### src/lprl_pkg.sv
`timescale 1ns / 1ps

package lprl_pkg;

	localparam int ADDR_W  = 32;
	localparam int IDX_W   = 6;
	localparam int CNT_W   = 7;
	localparam int LEN_W   = 6;

	localparam logic REQ_WRITE  = 1'b0;
	localparam logic REQ_LOOKUP = 1'b1;

	typedef struct packed {
		logic [ADDR_W-1:0] prefix;
		logic [ADDR_W-1:0] mask;
	} route_entry_t;

	// Count the one bits of a mask with a five-level pairwise reduction.
	function automatic logic [LEN_W-1:0] mask_len(input logic [ADDR_W-1:0] v);
		logic [ADDR_W-1:0] t;
		t = v - ((v >> 1) & 32'h5555_5555);
		t = (t & 32'h3333_3333) + ((t >> 2) & 32'h3333_3333);
		t = (t + (t >> 4)) & 32'h0F0F_0F0F;
		t = t + (t >> 8);
		t = t + (t >> 16);
		return t[LEN_W-1:0];
	endfunction

endpackage

### src/longest_prefix_route_lookup_core.sv
`timescale 1ns / 1ps

// Channel   Direction  Handshake            Payload
// ---------------------------------------------------------------------------
// in        sink       in_valid / in_ready   req_type, entry_index,
//                                            route_prefix_in, route_mask_in,
//                                            dest_addr
// out       source     out_valid / out_ready hit, route_index
// cfg       sink       cfg_wr_en (no wait)   cfg_wr_data (route_count)
//
// A write request produces no result; writes can stream back to back.
// With N = min(route_count, TABLE_DEPTH), a lookup drops in_ready while it scans N entries:
// one entry read per cycle, then compare, best-match update and output stages.
// The result appears at the edge where in_ready returns; the output register lets the next
// request transfer while out_ready is low, and a second result holds until the first one goes.
// Reset clears control state and route_count; the table is undefined until written.

module longest_prefix_route_lookup_core #(
	parameter int TABLE_DEPTH = 64
) (
	input  logic                         clk,
	input  logic                         arst_n,

	input  logic                         in_valid,
	output logic                         in_ready,
	input  logic                         req_type,
	input  logic [lprl_pkg::IDX_W-1:0]   entry_index,
	input  logic [lprl_pkg::ADDR_W-1:0]  route_prefix_in,
	input  logic [lprl_pkg::ADDR_W-1:0]  route_mask_in,
	input  logic [lprl_pkg::ADDR_W-1:0]  dest_addr,

	output logic                         out_valid,
	input  logic                         out_ready,
	output logic                         hit,
	output logic [lprl_pkg::IDX_W-1:0]   route_index,

	input  logic                         cfg_wr_en,
	input  logic [lprl_pkg::CNT_W-1:0]   cfg_wr_data
);

	import lprl_pkg::*;

	// Table address width and a scan counter wide enough to hold the depth.
	localparam int AW = (TABLE_DEPTH > 1) ? $clog2(TABLE_DEPTH) : 1;
	localparam int CW = $clog2(TABLE_DEPTH + 1);

	typedef enum logic [1:0] {
		ST_IDLE,
		ST_SCAN,
		ST_FINISH
	} state_t;

	state_t             state_q;
	logic [CNT_W-1:0]   route_count_q;

	// Route table: one write port, one registered read port.
	route_entry_t       table_mem [TABLE_DEPTH];

	logic [CW-1:0]      limit_q;
	logic [CW-1:0]      issue_cnt_q;
	logic [ADDR_W-1:0]  dest_q;

	// Read stage.
	logic               rd_vld_s1;
	route_entry_t       rd_data_s1;
	logic [AW-1:0]      rd_idx_s1;

	// Compare stage.
	logic               vld_s2;
	logic               match_s2;
	logic [LEN_W-1:0]   len_s2;
	logic [AW-1:0]      idx_s2;

	// Best match so far.
	logic               found_q;
	logic [LEN_W-1:0]   best_len_q;
	logic [AW-1:0]      best_idx_q;

	// Output register.
	logic               out_valid_q;
	logic               hit_q;
	logic [IDX_W-1:0]   route_index_q;

	logic               in_xfer;
	logic               wr_req;
	logic               lookup_req;
	logic [31:0]        wr_idx_ext;
	logic               wr_in_range;
	logic [31:0]        rc_ext;
	logic [CW-1:0]      limit_d;
	logic               issue_now;
	logic               scan_done;
	logic               better;
	logic [31:0]        best_idx_ext;

	assign in_ready    = (state_q == ST_IDLE);
	assign in_xfer     = in_valid && in_ready;
	assign wr_req      = in_xfer && (req_type == REQ_WRITE);
	assign lookup_req  = in_xfer && (req_type == REQ_LOOKUP);

	// Drop writes to slots beyond the table.
	assign wr_idx_ext  = 32'(entry_index);
	assign wr_in_range = (wr_idx_ext < 32'(TABLE_DEPTH));

	// Saturate the route count to the table depth for the scan.
	assign rc_ext  = 32'(route_count_q);
	assign limit_d = (rc_ext > 32'(TABLE_DEPTH)) ? CW'(TABLE_DEPTH) : CW'(rc_ext);

	assign issue_now = (state_q == ST_SCAN) && (issue_cnt_q < limit_q);
	assign scan_done = (issue_cnt_q == limit_q) && !rd_vld_s1 && !vld_s2;

	// Strictly longer wins, so the lowest index keeps a tie.
	assign better = match_s2 && (!found_q || (len_s2 > best_len_q));

	assign best_idx_ext = 32'(best_idx_q);

	assign out_valid   = out_valid_q;
	assign hit         = hit_q;
	assign route_index = route_index_q;

	// Configuration register.
	always_ff @(posedge clk or negedge arst_n) begin
		if (!arst_n) begin
			route_count_q <= '0;
		end else if (cfg_wr_en) begin
			route_count_q <= cfg_wr_data;
		end
	end

	// Table write and entry read.
	always_ff @(posedge clk) begin
		if (wr_req && wr_in_range) begin
			table_mem[wr_idx_ext[AW-1:0]] <= '{prefix: route_prefix_in, mask: route_mask_in};
		end
		if (issue_now) begin
			rd_data_s1 <= table_mem[issue_cnt_q[AW-1:0]];
		end
	end

	// Datapath registers: capture the destination, then compare and measure.
	always_ff @(posedge clk) begin
		if (lookup_req) begin
			dest_q <= dest_addr;
		end
		if (issue_now) begin
			rd_idx_s1 <= issue_cnt_q[AW-1:0];
		end
		match_s2 <= rd_vld_s1 &&
			((dest_q & rd_data_s1.mask) == (rd_data_s1.prefix & rd_data_s1.mask));
		len_s2   <= mask_len(rd_data_s1.mask);
		idx_s2   <= rd_idx_s1;
	end

	// Sequencer, best-match tracking and output register.
	always_ff @(posedge clk or negedge arst_n) begin
		if (!arst_n) begin
			state_q       <= ST_IDLE;
			limit_q       <= '0;
			issue_cnt_q   <= '0;
			rd_vld_s1     <= 1'b0;
			vld_s2        <= 1'b0;
			found_q       <= 1'b0;
			best_len_q    <= '0;
			best_idx_q    <= '0;
			out_valid_q   <= 1'b0;
			hit_q         <= 1'b0;
			route_index_q <= '0;
		end else begin
			rd_vld_s1 <= issue_now;
			vld_s2    <= rd_vld_s1;

			// Retire the held result once it transfers, unless a new one replaces it.
			if (out_valid_q && out_ready && (state_q != ST_FINISH)) begin
				out_valid_q <= 1'b0;
			end

			unique case (state_q)
				ST_IDLE: begin
					if (lookup_req) begin
						limit_q     <= limit_d;
						issue_cnt_q <= '0;
						found_q     <= 1'b0;
						best_len_q  <= '0;
						best_idx_q  <= '0;
						state_q     <= ST_SCAN;
					end
				end
				ST_SCAN: begin
					if (issue_now) begin
						issue_cnt_q <= issue_cnt_q + CW'(1);
					end
					if (better) begin
						found_q    <= 1'b1;
						best_len_q <= len_s2;
						best_idx_q <= idx_s2;
					end
					if (scan_done) begin
						state_q <= ST_FINISH;
					end
				end
				ST_FINISH: begin
					// Hold until the output register is free.
					if (!out_valid_q || out_ready) begin
						out_valid_q   <= 1'b1;
						hit_q         <= found_q;
						route_index_q <= found_q ? best_idx_ext[IDX_W-1:0] : '0;
						state_q       <= ST_IDLE;
					end else begin
						out_valid_q   <= out_valid_q;
					end
				end
				default: begin
					state_q <= ST_IDLE;
				end
			endcase
		end
	end

endmodule
### config.mk
export PLATFORM = sky130hd
export DESIGN_NAME = longest_prefix_route_lookup_core
export DESIGN_NICKNAME = d
export VERILOG_FILES = /design/src/lprl_pkg.sv /design/src/longest_prefix_route_lookup_core.sv
export SDC_FILE = /design/constraint.sdc
export NUM_CORES = 2
export LEC_CHECK = 0
export BUFFER_PORTS_ARGS = -buffer_cell sky130_fd_sc_hd__buf_2
export CORE_ASPECT_RATIO = 1.1
export CORE_MARGIN = 3
export CORE_UTILIZATION = 40
export DETAILED_ROUTE_END_ITERATION = 8
export SETUP_SLACK_MARGIN = 0.05
export SLEW_MARGIN = 20
export SYNTH_ARGS = -nofsm -noshare
export SYNTH_HDL_FRONTEND = slang
export SYNTH_SLANG_ARGS = --single-unit
### constraint.sdc
create_clock -name clk -period 5.9 [get_ports clk]
set_input_delay 0.59 -clock clk [delete_from_list [all_inputs] [get_ports clk]]
set_output_delay 0.59 -clock clk [all_outputs]
set_load 0.01 [all_outputs]
==> reports/qor.yml <==
critical_path:
  timing.critical_path.from_type: "flop"
  critPathKind: "flop to flop"
  crit_fanout: 5
  cp_num_buf_inv: 2
  cp_cell_sequence: "inv_1 > ha_1 > or4_1 > nor3_1 > a211oi_1 > a211oi_1 > buf_4 > o21ai_1 > xnor2_1 > fa_1 > fa_1 > fa_1 > ha_1 > a21o_1 > a21oi_1 > nor2b_1 > o21ai_0 > nand2b_1"
  critPathMostFrequentCell: "fa_1"
  crit_slowest_cell: "fa_1"
  worstPathArrival_ns: 6.33
  critPathMaxStageDelay_ns: 0.59
  critPathTopFamily: "adder cells"
  cp-end-kind: "flop"
  crit_required_ns: 6.74
detailed_routing:
  initialDrtViolationCount: 10200
  vias: 79500
  drc: 0
  drt_pass1_iterations: 5
  wl_um: 453000
  avgViaCountPerCell: 5.94
  antenna_left: 0
  wire_per_inst_um: 33.8
cells_and_area:
  fillers: 33100
  fin_cells: 13400
  area_growth_pct: 14.6
  drive_gt1_frac: 0.270
  fin_nets: 7809
timing:
  skew_ns: 0.0550
  report.final.slew_viol_count: 0
  rsz0062_at_grt: "false"
  setup_ws_ns: 0.416
  worst_slew_pin_slew_ns: 1.14
  slew_headroom: 0.238
  max_freq_mhz: 182
  post-route-period-util: 0.929
  fin_tns_setup_ns: 0
  setup_viol: 0
  hold_violations: 0
  post-route-min-period_ns: 5.48
logic_synthesis:
  synth_edf_count: 4198
  synth_top_area_frac: 0.775
  synthesis.area_um2: 163000
  synth_top_area_cell: "edfxtp_1"
  yosys.cell_count.top_type: "edfxtp_1"
  synth_common_cells: "edfxtp_1 (4198), mux4_2 (1024), clkbuf_1 (221)"
  async_reset_ff_frac: 0.0108
  ys_ff_latch: 4257
  synth.area.top_cells: "edfxtp_1 (77%), mux4_2 (14%), a22oi_1 (0.87%)"
  ys_types: 66
  synth.avg_cell_area_um2: 23.0
  syn_nets: 7296
  synth_seq_area_share: 0.784
  synth_warnings: 0
  yosys_most_used_dff: "edfxtp_1"
  postSynthCellCount: 7081
power_and_ir_drop:
  leakagePower_nw: 58.1
  ir_drop_mv: 2.13
  power_density_nw_per_um2: 517
placement:
  place_ws_ns: 0.422
  dp_hpwl_um: 255000
  placed_cells: 12600
  port-buffer-count: 123
  place_congestion: 0.836
global_route:
  grt_max_degree: 75
  grt_pass1_vias: 80200
  track_usage: 0.217
  antenna_found_initial: 24
  grt_overflow: 0
  grt_pass1_wl_um: 632000
floorplanning:
  die_height_um: 675
  start_util: 0.402
  die_x_um: 614
  ios: 124
  dieArea_um2: 414000
  std_cell_rows: 245
  core_um2: 405000
clock_tree:
  clkSinkCount: 4257
  clockRootBuffer: "clkbuf_16"
  cts_setup_buffers: 0
  clockBufferDepth: 4
  cts_tree: "done"
  clk_pin_slew_ns: 0.06
  cts_buffers: 414
  clock_latency_ns: 0.99
  cts.htree.levels: 5
flow_run:
  drv_cap: 0
min_path:
  hp-class: "primary input to flop"
outcome:
  status: "completed"
## placed cells by master (no fill, tap or decap), types with 87 or more instances in the layout
| cell | n |
|---|---|
| clkbuf_1 | 90 |
| mux4_2 | 1024 |
| buf_12 | 93 |
| a22oi_1 | 189 |
| a221oi_1 | 139 |
| nand2_1 | 115 |
| a22o_1 | 139 |
| clkinv_1 | 87 |
| buf_4 | 265 |
| edfxtp_1 | 4198 |
| clkbuf_16 | 414 |
## state kept, by name, indices dropped and copies added, names as in the netlist, 2 cells and up
name and count:
rd_idx_s1 6, len_s2 6, best_len_q 6, route_index 6, best_idx_q 6, route_count_q 7, idx_s2 6, limit_q 7
issue_cnt_q 7, rd_data_s1 64, table_mem 4096, state_q 2, dest_q 32
## worst register-to-register path: stages (launching register included)
cell      delay (ns)
edfxtp_1        0.42
inv_1           0.07
ha_1            0.38
or4_1           0.55
nor3_1          0.29
a211oi_1        0.19
a211oi_1        0.43
buf_4           0.20
o21ai_1         0.08
xnor2_1         0.22
fa_1            0.49
fa_1            0.59
fa_1            0.47
ha_1            0.29
a21o_1          0.18
a21oi_1         0.23
nor2b_1         0.08
o21ai_0         0.15
nand2b_1        0.08
## layout make-up
type / instances / area, um^2 / area share
multi-input cells: 2365 / 33800 / 0.181
clock inverters: 255 / 2640 / 0.0142
inverters: 71 / 267 / 0.00143
clock buffers: 505 / 10700 / 0.0574
flip-flops and latches: 4257 / 127000 / 0.684
well taps: 5434 / 6800 / 0.0365
diodes: 16 / 40.0 / 0.000215
repair buffers: 485 / 4740 / 0.0254
## repair_timing
item,CTS,global route
hold buffers,48,0
hold endpoints to repair,87,0
resized for setup,0,0
setup endpoints to repair,0,0
## metal layers
| layer | global-route usage | vias to the layer above | share of wire |
|---|---|---|---|
| met2 | 0.357 | 3612 | 0.50 |
| li1 | - | 31500 | - |
| met4 | 0.0697 | 14 | 0.033 |
| met1 | 0.297 | 43700 | 0.39 |
| met3 | 0.0331 | 639 | 0.076 |
| met5 | 0 | - | 0.00018 |
## worst paths after layout
check / slack [ns] / start / to / cells past startpoint
worst max-delay path: 0.42 / rd_data_s1[10] / len_s2[5] / 18
worst min-delay path: 0.03 / route_mask_in[4] / table_mem[32][4] / 1
worst max register to register: 0.42 / rd_data_s1[10] / len_s2[5] / 18
worst min register to register: 0.34 / rd_idx_s1[1] / idx_s2[1] / 0
max in group asynchronous: 5.18 / arst_n / issue_cnt_q[0] / 3
min in group asynchronous: 0.25 / arst_n / limit_q[0] / 3
## where the power goes
group	switching, mW	internal (mW)	total (mW)	leakage (nW)
registers	0.800	34.2	35.0	38.5
clock network	11.4	14.7	26.1	6.46
logic	19.7	15.6	35.3	13.1
## cell families (layout without fill, tap and decap cells)
kind of cell	Yosys count	in the layout	synth area share
adders and majority gates	100	100	0.00838
AOI/OAI and AO/OA	751	751	0.0361
buffers and inverters	459	1316	0.0122
and+or+nand+nor	353	353	0.0100
DFF	4257	4257	0.784
muxes	1092	1092	0.146
xor gates and xnor gates	69	69	0.00371
other	0	16	0
## metrics by stage
stage / hold WS, ns / util / area, um^2 / power (mW)
after floorplan: 0.294 / - / 163000 / 59.9
after global placement: 0.325 / 0.426 / 172000 / 71.7
after detailed placement: 0.327 / 0.426 / 172000 / 71.4
after CTS: 0.205 / 0.460 / 186000 / 97.5
after global routing: 0.00911 / 0.460 / 186000 / 100
final: 0.0252 / 0.460 / 186000 / 96.5
Power figures use the tool's default switching activity.
